===== src/hdl/cad_pkg.sv =====
// Shared types and constants for the cartridge address decoder.
package cad_pkg;

	localparam int unsigned ADDR_W = 24;

	typedef enum logic [3:0] {
		TGT_SYSTEM   = 4'd0,
		TGT_UNMAPPED = 4'd1,
		TGT_ROM      = 4'd2,
		TGT_SRAM     = 4'd3,
		TGT_SDD1     = 4'd4,
		TGT_C4       = 4'd5,
		TGT_DSP1     = 4'd6,
		TGT_DSP2     = 4'd7,
		TGT_OBC1     = 4'd8
	} tgt_t;

	typedef enum logic [2:0] {
		REG_MAP_TYPE    = 3'd0,
		REG_ROM_BYTES   = 3'd1,
		REG_SRAM_BYTES  = 3'd2,
		REG_COPROCESSOR = 3'd3,
		REG_DSP_LAYOUT  = 3'd4
	} reg_t;

	typedef enum logic [1:0] {
		MAP_LO   = 2'd0,
		MAP_HI   = 2'd1,
		MAP_EXLO = 2'd2,
		MAP_EXHI = 2'd3
	} map_t;

	typedef enum logic [2:0] {
		COP_NONE = 3'd0,
		COP_SDD1 = 3'd1,
		COP_C4   = 3'd2,
		COP_DSP1 = 3'd3,
		COP_DSP2 = 3'd4,
		COP_OBC1 = 3'd5
	} cop_t;

	typedef enum logic [1:0] {
		DSP_LO1M = 2'd0,
		DSP_LO2M = 2'd1,
		DSP_HI   = 2'd2
	} dsp_t;

	typedef enum logic [1:0] {
		DSEL_NONE = 2'd0,
		DSEL_ROM  = 2'd1,
		DSEL_SRAM = 2'd2
	} dsel_t;

	typedef struct packed {
		logic              valid;
		tgt_t              tgt;
		dsel_t             dsel;
		logic [7:0]        low;
		logic [ADDR_W-1:0] rem;
		logic [ADDR_W-1:0] num;
	} md_t;

endpackage


===== src/hdl/cad_rem_pipe.sv =====
// Pipelined remainder unit: one quotient bit per stage against ROM or SRAM size.
module cad_rem_pipe (
	input  logic                       clk,
	input  logic                       arst_n,
	input  logic                       en,
	input  logic [cad_pkg::ADDR_W-1:0] rom_bytes,
	input  logic [cad_pkg::ADDR_W-1:0] sram_bytes,
	input  cad_pkg::md_t               head,
	output cad_pkg::md_t               tail
);

	localparam int unsigned NB = cad_pkg::ADDR_W;

	cad_pkg::md_t md_s [NB];
	cad_pkg::md_t md_in [NB];

	for (genvar k = 0; k < NB; k++) begin : g_bit
		logic [NB-1:0] dvs;
		logic [NB:0]   trial;
		cad_pkg::md_t  nxt;

		if (k == 0) begin : g_first
			assign md_in[k] = head;
		end else begin : g_rest
			assign md_in[k] = md_s[k-1];
		end

		always_comb begin
			unique case (md_in[k].dsel)
				cad_pkg::DSEL_ROM:  dvs = rom_bytes;
				cad_pkg::DSEL_SRAM: dvs = sram_bytes;
				default:            dvs = '0;
			endcase
			trial = {md_in[k].rem, md_in[k].num[NB-1]};
			nxt = md_in[k];
			nxt.num = {md_in[k].num[NB-2:0], 1'b0};
			if (trial >= {1'b0, dvs}) begin
				nxt.rem = NB'(trial - {1'b0, dvs});
			end else begin
				nxt.rem = trial[NB-1:0];
			end
		end

		always_ff @(posedge clk or negedge arst_n) begin
			if (!arst_n) begin
				md_s[k] <= '0;
			end else if (en) begin
				md_s[k] <= nxt;
			end
		end
	end

	assign tail = md_s[NB-1];

	a_hold_on_stall: assert property (@(posedge clk) disable iff (!arst_n)
		!en |=> $stable(md_s[NB-1]))
		else $error("remainder pipe moved while stalled");

	a_plain_zero: assert property (@(posedge clk) disable iff (!arst_n)
		tail.valid && tail.dsel == cad_pkg::DSEL_NONE && tail.tgt != cad_pkg::TGT_ROM
		|-> tail.rem == '0)
		else $error("nonzero remainder for a device without offset");

endmodule


===== src/hdl/cartridge_address_decoder.sv =====
// Top level of the cartridge address decoder with its register port and output skid.
// Decodes one 24-bit bus address per cycle while the skid is empty into a target device
// and a byte offset under LoROM, HiROM, ExLoROM or ExHiROM rules with an optional
// coprocessor window on top. Throughput is one address per cycle while the skid is empty.
// The path runs through one decode stage, one stage that folds the address over the two
// ROM chips, 24 remainder stages that each settle one quotient bit against the ROM or SRAM
// size, and the output register. A two-entry output (register plus skid) keeps the input
// open while a result waits. Write the registers only while no beat is in flight.
module cartridge_address_decoder (
	input  logic        clk,
	input  logic        arst_n,
	input  logic        psel,
	input  logic        penable,
	input  logic        pwrite,
	input  logic [4:0]  paddr,
	input  logic [31:0] pwdata,
	output logic [31:0] prdata,
	output logic        pready,
	input  logic        s_axis_tvalid,
	output logic        s_axis_tready,
	input  logic [23:0] s_axis_tdata,  // [23:0] bus_address
	output logic        m_axis_tvalid,
	input  logic        m_axis_tready,
	output logic [23:0] m_axis_tdata,  // [23:0] offset
	output logic [3:0]  m_axis_tuser   // [3:0] target
);

	localparam int unsigned AW = cad_pkg::ADDR_W;

	typedef struct packed {
		logic              valid;
		cad_pkg::tgt_t     tgt;
		cad_pkg::dsel_t    dsel;
		logic              lohi;
		logic [7:0]        low;
		logic [AW-1:0]     raw;
	} dec_t;

	cad_pkg::map_t map_type_q;
	logic [AW-1:0] rom_bytes_q;
	logic [AW-1:0] sram_bytes_q;
	logic [2:0]    coprocessor_q;
	logic [1:0]    dsp_layout_q;
	logic [AW-1:0] rom_p0_q;
	logic [AW-1:0] rom_mask_q;
	logic [AW-1:0] rom_p1m_q;

	logic          wr_en;
	cad_pkg::reg_t reg_idx;
	logic          en;
	logic [AW-1:0] p0;

	dec_t          dec;
	dec_t          dec_s1;
	cad_pkg::md_t  fold;
	cad_pkg::md_t  fold_s2;
	cad_pkg::md_t  tail;
	logic [AW-1:0] fold_v;

	logic [7:0]    bank;
	logic [6:0]    bk;
	logic [15:0]   lo16;
	logic          low_window;
	logic          cop_hit;
	cad_pkg::tgt_t cop_tgt;

	logic          out_valid_q;
	logic          skid_valid_q;
	cad_pkg::tgt_t out_tgt_q;
	logic [AW-1:0] out_off_q;
	cad_pkg::tgt_t skid_tgt_q;
	logic [AW-1:0] skid_off_q;
	logic [AW-1:0] res_off;

	// register port
	assign pready  = 1'b1;
	assign reg_idx = cad_pkg::reg_t'(paddr[4:2]);
	assign wr_en   = psel && penable && pwrite;

	always_ff @(posedge clk or negedge arst_n) begin
		if (!arst_n) begin
			map_type_q    <= cad_pkg::MAP_LO;
			rom_bytes_q   <= 24'h100000;
			sram_bytes_q  <= '0;
			coprocessor_q <= cad_pkg::COP_NONE;
			dsp_layout_q  <= cad_pkg::DSP_LO1M;
		end else if (wr_en) begin
			case (reg_idx)
				cad_pkg::REG_MAP_TYPE:    map_type_q    <= cad_pkg::map_t'(pwdata[1:0]);
				cad_pkg::REG_ROM_BYTES:   rom_bytes_q   <= pwdata[AW-1:0];
				cad_pkg::REG_SRAM_BYTES:  sram_bytes_q  <= pwdata[AW-1:0];
				cad_pkg::REG_COPROCESSOR: coprocessor_q <= pwdata[2:0];
				cad_pkg::REG_DSP_LAYOUT:  dsp_layout_q  <= pwdata[1:0];
				default: ;
			endcase
		end
	end

	always_comb begin
		case (reg_idx)
			cad_pkg::REG_MAP_TYPE:    prdata = {30'd0, map_type_q};
			cad_pkg::REG_ROM_BYTES:   prdata = {8'd0, rom_bytes_q};
			cad_pkg::REG_SRAM_BYTES:  prdata = {8'd0, sram_bytes_q};
			cad_pkg::REG_COPROCESSOR: prdata = {29'd0, coprocessor_q};
			cad_pkg::REG_DSP_LAYOUT:  prdata = {30'd0, dsp_layout_q};
			default:                  prdata = '0;
		endcase
	end

	// split ROM into a power-of-two chip and a mirrored remainder chip
	always_comb begin
		p0 = '0;
		for (int i = 0; i < AW; i++) begin
			if (rom_bytes_q[i]) begin
				p0 = AW'(1) << i;
			end
		end
	end

	always_ff @(posedge clk or negedge arst_n) begin
		if (!arst_n) begin
			rom_p0_q   <= 24'h100000;
			rom_mask_q <= 24'h0fffff;
			rom_p1m_q  <= 24'hffffff;
		end else begin
			rom_p0_q   <= p0;
			rom_mask_q <= (rom_bytes_q == p0) ? p0 - AW'(1) : p0 + p0 - AW'(1);
			rom_p1m_q  <= rom_bytes_q - p0 - AW'(1);
		end
	end

	// stage 1: decode
	assign en            = !skid_valid_q;
	assign s_axis_tready = en;

	assign bank       = s_axis_tdata[23:16];
	assign bk         = bank[6:0];
	assign lo16       = s_axis_tdata[15:0];
	assign low_window = !bk[6] && lo16[15:13] == 3'b011;

	always_comb begin
		cop_tgt = cad_pkg::TGT_SDD1;
		cop_hit = 1'b0;
		case (coprocessor_q)
			cad_pkg::COP_SDD1: begin
				cop_hit = bank[7:6] == 2'b11;
			end
			cad_pkg::COP_C4: begin
				cop_tgt = cad_pkg::TGT_C4;
				cop_hit = low_window;
			end
			cad_pkg::COP_DSP1: begin
				cop_tgt = cad_pkg::TGT_DSP1;
				cop_hit = (dsp_layout_q == cad_pkg::DSP_LO1M && bk[6:5] == 2'b01 && lo16[15])
					|| (dsp_layout_q == cad_pkg::DSP_LO2M && bk[6:4] == 3'b110 && !lo16[15])
					|| (dsp_layout_q == cad_pkg::DSP_HI && bk[6:5] == 2'b00
						&& lo16[15:13] == 3'b011);
			end
			cad_pkg::COP_DSP2: begin
				cop_tgt = cad_pkg::TGT_DSP2;
				cop_hit = bk[6:5] == 2'b01
					&& (lo16[15:12] == 4'h6 || lo16[15:14] == 2'b10);
			end
			cad_pkg::COP_OBC1: begin
				cop_tgt = cad_pkg::TGT_OBC1;
				cop_hit = low_window;
			end
			default: ;
		endcase
	end

	always_comb begin
		dec.valid = s_axis_tvalid;
		dec.tgt   = cad_pkg::TGT_ROM;
		dec.dsel  = cad_pkg::DSEL_NONE;
		dec.lohi  = 1'b0;
		dec.low   = s_axis_tdata[7:0];
		dec.raw   = '0;
		priority if ((!bk[6] && lo16 < 16'h6000) || bank == 8'h7e || bank == 8'h7f) begin
			dec.tgt = cad_pkg::TGT_SYSTEM;
			dec.low = '0;
		end else if (cop_hit) begin
			dec.tgt = cop_tgt;
			dec.low = '0;
		end else if (bk[6:5] == 2'b00 && lo16[15:13] == 3'b011) begin
			dec.tgt = cad_pkg::TGT_UNMAPPED;
			dec.low = '0;
		end else if (bk[6:5] == 2'b01 && lo16[15:13] == 3'b011) begin
			if (sram_bytes_q == '0) begin
				dec.tgt = cad_pkg::TGT_UNMAPPED;
				dec.low = '0;
			end else begin
				dec.tgt  = cad_pkg::TGT_SRAM;
				dec.dsel = cad_pkg::DSEL_SRAM;
				dec.raw  = {6'd0, bk[4:0], lo16[12:8], 8'h00};
			end
		end else if (bk[6:4] == 3'b111 && !lo16[15]
			&& (map_type_q == cad_pkg::MAP_LO || !bank[7])) begin
			if (sram_bytes_q == '0) begin
				dec.tgt = cad_pkg::TGT_UNMAPPED;
				dec.low = '0;
			end else begin
				dec.tgt  = cad_pkg::TGT_SRAM;
				dec.dsel = cad_pkg::DSEL_SRAM;
				dec.raw  = {5'd0, bk[3:0], lo16[14:8], 8'h00};
			end
		end else if (rom_bytes_q == '0) begin
			dec.tgt = cad_pkg::TGT_UNMAPPED;
			dec.low = '0;
		end else begin
			unique case (map_type_q)
				cad_pkg::MAP_LO: begin
					dec.lohi = 1'b1;
					dec.raw  = {2'd0, bk, lo16[14:8], 8'h00};
				end
				cad_pkg::MAP_HI: begin
					dec.lohi = 1'b1;
					dec.raw  = {s_axis_tdata[23:8], 8'h00};
				end
				cad_pkg::MAP_EXLO: begin
					dec.dsel = cad_pkg::DSEL_ROM;
					if (!bank[6]) begin
						dec.raw = {2'd0, bk, lo16[14:8], 8'h00};
					end else begin
						dec.raw = {2'd0, s_axis_tdata[21:8], 8'h00};
					end
				end
				cad_pkg::MAP_EXHI: begin
					dec.dsel = cad_pkg::DSEL_ROM;
					dec.raw  = {1'b0, !bank[7], s_axis_tdata[21:8], 8'h00};
				end
			endcase
		end
	end

	always_ff @(posedge clk or negedge arst_n) begin
		if (!arst_n) begin
			dec_s1 <= '0;
		end else if (en) begin
			dec_s1 <= dec;
		end
	end

	// stage 2: fold LoROM and HiROM page over the two chips
	always_comb begin
		fold_v = dec_s1.raw & rom_mask_q;
		fold.valid = dec_s1.valid;
		fold.tgt   = dec_s1.tgt;
		fold.dsel  = dec_s1.dsel;
		fold.low   = dec_s1.low;
		fold.rem   = '0;
		fold.num   = dec_s1.raw;
		if (dec_s1.lohi) begin
			if (fold_v >= rom_p0_q) begin
				fold.num = rom_p0_q + (fold_v & rom_p1m_q);
			end else begin
				fold.num = fold_v;
			end
		end
	end

	always_ff @(posedge clk or negedge arst_n) begin
		if (!arst_n) begin
			fold_s2 <= '0;
		end else if (en) begin
			fold_s2 <= fold;
		end
	end

	cad_rem_pipe u_rem (
		.clk        (clk),
		.arst_n     (arst_n),
		.en         (en),
		.rom_bytes  (rom_bytes_q),
		.sram_bytes (sram_bytes_q),
		.head       (fold_s2),
		.tail       (tail)
	);

	assign res_off = tail.rem + {16'd0, tail.low};

	// output register and skid
	always_ff @(posedge clk or negedge arst_n) begin
		if (!arst_n) begin
			out_valid_q  <= 1'b0;
			skid_valid_q <= 1'b0;
		end else if (out_valid_q && !m_axis_tready) begin
			if (en && tail.valid) begin
				skid_valid_q <= 1'b1;
			end
		end else if (skid_valid_q) begin
			out_valid_q  <= 1'b1;
			skid_valid_q <= 1'b0;
		end else begin
			out_valid_q <= en && tail.valid;
		end
	end

	always_ff @(posedge clk) begin
		if (out_valid_q && !m_axis_tready) begin
			if (en && tail.valid) begin
				skid_tgt_q <= tail.tgt;
				skid_off_q <= res_off;
			end
		end else if (skid_valid_q) begin
			out_tgt_q <= skid_tgt_q;
			out_off_q <= skid_off_q;
		end else begin
			out_tgt_q <= tail.tgt;
			out_off_q <= res_off;
		end
	end

	assign m_axis_tvalid = out_valid_q;
	assign m_axis_tdata  = out_off_q;
	assign m_axis_tuser  = out_tgt_q;

	a_skid_behind_out: assert property (@(posedge clk) disable iff (!arst_n)
		skid_valid_q |-> out_valid_q)
		else $error("skid holds a beat while output is empty");

	a_skid_drains: assert property (@(posedge clk) disable iff (!arst_n)
		skid_valid_q && m_axis_tready |=> !skid_valid_q)
		else $error("skid not drained after output beat");

	a_offset_zero: assert property (@(posedge clk) disable iff (!arst_n)
		out_valid_q && out_tgt_q != cad_pkg::TGT_ROM && out_tgt_q != cad_pkg::TGT_SRAM
		|-> out_off_q == '0)
		else $error("offset given for a device without storage");

endmodule


===== config.mk =====
export PLATFORM = sky130hd
export DESIGN_NAME = cartridge_address_decoder
export DESIGN_NICKNAME = d
export VERILOG_FILES = /design/src/hdl/cad_pkg.sv /design/src/hdl/cad_rem_pipe.sv /design/src/hdl/cartridge_address_decoder.sv
export SDC_FILE = /design/constraint.sdc
export NUM_CORES = 2
export LEC_CHECK = 0
export BUFFER_PORTS_ARGS = -buffer_cell sky130_fd_sc_hd__buf_4
export CELL_PAD_IN_SITES_DETAIL_PLACEMENT = 0
export CELL_PAD_IN_SITES_GLOBAL_PLACEMENT = 1
export CORE_MARGIN = 2
export CORE_UTILIZATION = 48
export CTS_BUF_LIST = sky130_fd_sc_hd__clkbuf_16
export DETAILED_ROUTE_END_ITERATION = 10
export GPL_ROUTABILITY_DRIVEN = 0
export GPL_TIMING_DRIVEN = 0
export PLACE_DENSITY_LB_ADDON = 0.1
export SYNTH_ARGS = -nofsm -noshare
export SYNTH_HDL_FRONTEND = slang
export SYNTH_SLANG_ARGS = --single-unit

===== constraint.sdc =====
create_clock -name clk -period 5.2 [get_ports clk]
set_input_delay 1.04 -clock clk [delete_from_list [all_inputs] [get_ports clk]]
set_output_delay 1.04 -clock clk [all_outputs]
set_load 0.005 [all_outputs]

==> flow_summary_export.csv <==
group,metric,value,unit
timing,fin_worst_skew,0.0698,ns
power,pwr-share-clk,14.2,%
drt,wire_per_inst,30.6,um
drt,wl,413,mm
finish,drive_above_1_share,19.0,%
drt,drt_pass1_iterations,7,
flow_run,drv_cap,12,
timing,period_needed,5.25,ns
drt,ant_nets,0,
timing,final_max_slew_viol_count,115,
timing,setup_violations,10,
cts,ctsHoldBuffers,0,
grt,grt_pass1_vias,81894,
floorplanning,die_x,455,um
power,p_int,0.0428,W
cts,clock_path_buffers,3,
synth,synth_area,97600,um2
grt,antenna_found_initial,41,
synth,yosys_warnings,0,
timing,fmax,190,MHz
floorplanning,die_h,455,um
worst_setup_path,cpPeakStageDelay,0.66,ns
cts,cts_root_buf,"clkbuf_16",
finish,most-common-layout-cells,"1,350 x dfrtp_1, 827 x nand2_1, 762 x mux2_2",
synth,async_flop_share,96.1,%
timing,setup_slack,-0.0549,ns
timing,worstMarginPinSlew,1.65,ns
cts,cts_tree,"done",
finish,fin_nets,11392,
finish,fin_util,53.6,%
status,violations,"capacitance limit, slew limit, setup timing",
drt,drc,0,
synth,synth_edf_count,56,
power,power.density,778,nW/um2
drt,via_count,87587,
grt,grt_max_degree,184,
synth,postSynthAreaPerCell,9.42,um2
timing,max_slew_margin,-10.1,%
synth,ys.flop_type,"dfrtp_1",
power,sequentialPowerShare,24.9,%
worst_setup_path,worstPathRequired,5.93,ns
cts,clkTransAtPathRegs,0.06,ns
power,p_leak,46.3,nW
timing,post-route-period-util,101,%
synth,ys_types,93,
worst_setup_path,path_buf_inv,4,
finish,final_common_cell,"dfrtp_1",
floorplanning,boundaryPins,131,
power,switching_power,0.0416,W
synth,yosysSeqAreaShare,37.5,%
power,vdd_drop_max,483,uV
grt,grt_pass1_wl,582,mm
power,p_total,0.0843,W
place,portBuffers,108,
floorplanning,num_rows,165,
drt,drtIter0Drc,11163,
worst_setup_path,critPathTopFamily,"buffers and inverters",
timing,hold_violations,0,
power,combPwrFrac,60.9,%
worst_setup_path,path_class,"flop to flop",
grt,grt_util_all_layers,39.1,%
cts,cts_num_sinks,1450,
place,place_hpwl,305,mm
cts,clk_latency,0.88,ns
cts,cts.htree.levels,4,
worst_setup_path,critPathMaxFanout,10,
finish,syn_to_final_growth,11.1,%
worst_setup_path,worstPathArrival,5.98,ns
worst_setup_path,cp-startpoint,"rom_bytes_q[21]",
status,status,"complete, but fails checks",
place,place_ws,-1.79,ns
worst_setup_path,slowest_stage,"nor4_1",
grt,overflow,0,
power,p_sw_share,49.3,%
floorplanning,initial_utilization,48.3,%
drt,viasPerCell,6.49,
synth,synth-seq-cells,1450,
synth,synthCells,10352,
worst_hold_path,hp-class,"input port to async pin",
worst_setup_path,r2r-start,"rom_bytes_q[21]",
worst_setup_path,end_kind,"flop",
worst_setup_path,startpoint_type,"flop",
cts,cts_buffers,168,
floorplanning,core-area,202000,um2
timing,whs,0.105,ns
floorplanning,dieArea,207000,um2
worst_setup_path,path_cells,"clkbuf_4 -> clkbuf_4 -> a22oi_1 -> or2_2 -> ha_1 -> nand3_1 -> nor4_1 -> nand3_1 -> o21ai_0 -> o21a_1 -> buf_2 -> buf_2 -> mux2i_1 -> o21ai_0",
[final timing paths]
| check | to | slack, ns | cells past startpoint |
|---|---|---|---|
| worst max-delay path | u_rem.tail[41] | -0.05 | 14 |
| worst min-delay path | u_rem.g_bit[21].trial[19] | 0.11 | 1 |
| worst max register to register | u_rem.tail[41] | -0.05 | 14 |
| worst min register to register | skid_tgt_q[1] | 0.48 | 0 |
| max in group asynchronous | u_rem.g_bit[10].nxt[48] | 2.13 | 5 |
| min in group clk | dec_s1[26] | 0.38 | 2 |
[Yosys cell counts (all sizes together) (21+ instances only)]
master      n  share of area [%]
o21a      105               0.81
xnor2     280                2.5
nor2b     109               0.70
dfstp      30               0.81
nand2     828                3.2
nor3      147               0.77
ha        664                8.5
or2       556                3.6
o21ai     619                3.2
o21bai     39               0.30
nand3     173               0.89
a211oi     59               0.45
o31ai      45               0.35
o2111ai    23               0.21
o311ai     38               0.34
and3       82               0.53
a22o       46               0.41
a21oi     667                3.4
nand2b     78               0.50
clkbuf    562                2.2
o31a       21               0.20
mux2i     249                2.6
a31oi      82               0.54
nand4      87               0.56
a22oi     580                4.5
a221o      31               0.32
or3        36               0.23
buf        81               0.41
xor2      178                1.6
and2       52               0.33
nor2      606                2.3
fa         25               0.51
o211ai     44               0.34
mux2      764                8.8
nor3b      29               0.22
nor4       45               0.29
a21boi     25               0.19
a21o      273                2.1
a211o      26               0.23
dfrtp    1364                 35
edfxtp     56                1.7
inv       310                1.2
[layout make-up]
type,instances,area (um2)
clock inverters,145,1330
diodes,35,87.6
fillers,18511,93700
inverters,310,1160
repair buffers,130,1240
plain buffers,619,2910
clock buffers,169,4230
multi-input cells,7956,57500
flip-flops and latches,1450,36600
well taps,2672,3340
[routing by layer]
layer  vias to the layer above  track usage [%]  routed length (um)
li1                      38203                -                   -
met1                     42824             50.2              161000
met2                      5093             55.0              168000
met3                      1435             12.5               47800
met4                        32             28.4               36900
met5                         -            0.712                 409
[cell families after synthesis]
logic type	count (synthesis)	share of synthesized area (%)
DFF	1450	37.5
adders and majority gates	689	9.03
buffers and inverters	953	3.77
other	2	0.00770
muxes	1013	11.4
xor gates and xnor gates	458	4.11
AOI/OAI and AO/OA	2904	19.6
and+or+nand+nor	2883	14.6
[through the flow]
stage,setup TNS [ns],cell area (um2),cells
detailed placement,-459.52,102000,13155
global route,-0.00535,108000,13454
floorplan,0,97600,10359
CTS,0,108000,13453
global placement,-,102000,13139
finish,-0.283,108000,13486
[sequential cells by signal, summed over array words and instances (netlist names)]
signal	cells
skid_valid_q	1
skid_off_q	24
m_axis_tvalid	1
rom_p1m_q	16
m_axis_tdata	24
sram_bytes_q	24
fold_s2	39
u_rem.tail	37
map_type_q	2
skid_tgt_q	4
m_axis_tuser	4
u_rem.g_bit.nxt	598
dec_s1	32
dsp_layout_q	2
rom_p0_q	24
u_rem.g_bit.trial	575
coprocessor_q	3
rom_mask_q	16
rom_bytes_q	24
[power by group through the flow]
stage | Combinational, W | Sequential, W | Clock (W)
2_1_floorplan | 0.0349 | 0.0185 | 0
3_3_place_gp | 0.0484 | 0.0206 | 0
3_5_place_dp | 0.0494 | 0.0207 | 0
4_1_cts | 0.0497 | 0.0207 | 0.0121
5_1_grt | 0.0549 | 0.0213 | 0.0126
6_report | 0.0513 | 0.0210 | 0.0120
[repair_timing]
item,in CTS,in global routing
resized for setup,158,186
gates cloned,0,0
endpoints found under the setup margin,559,374
pin swaps,0,1
setup buffers,0,5
Note: power is estimated with default switching activity, not from simulation.
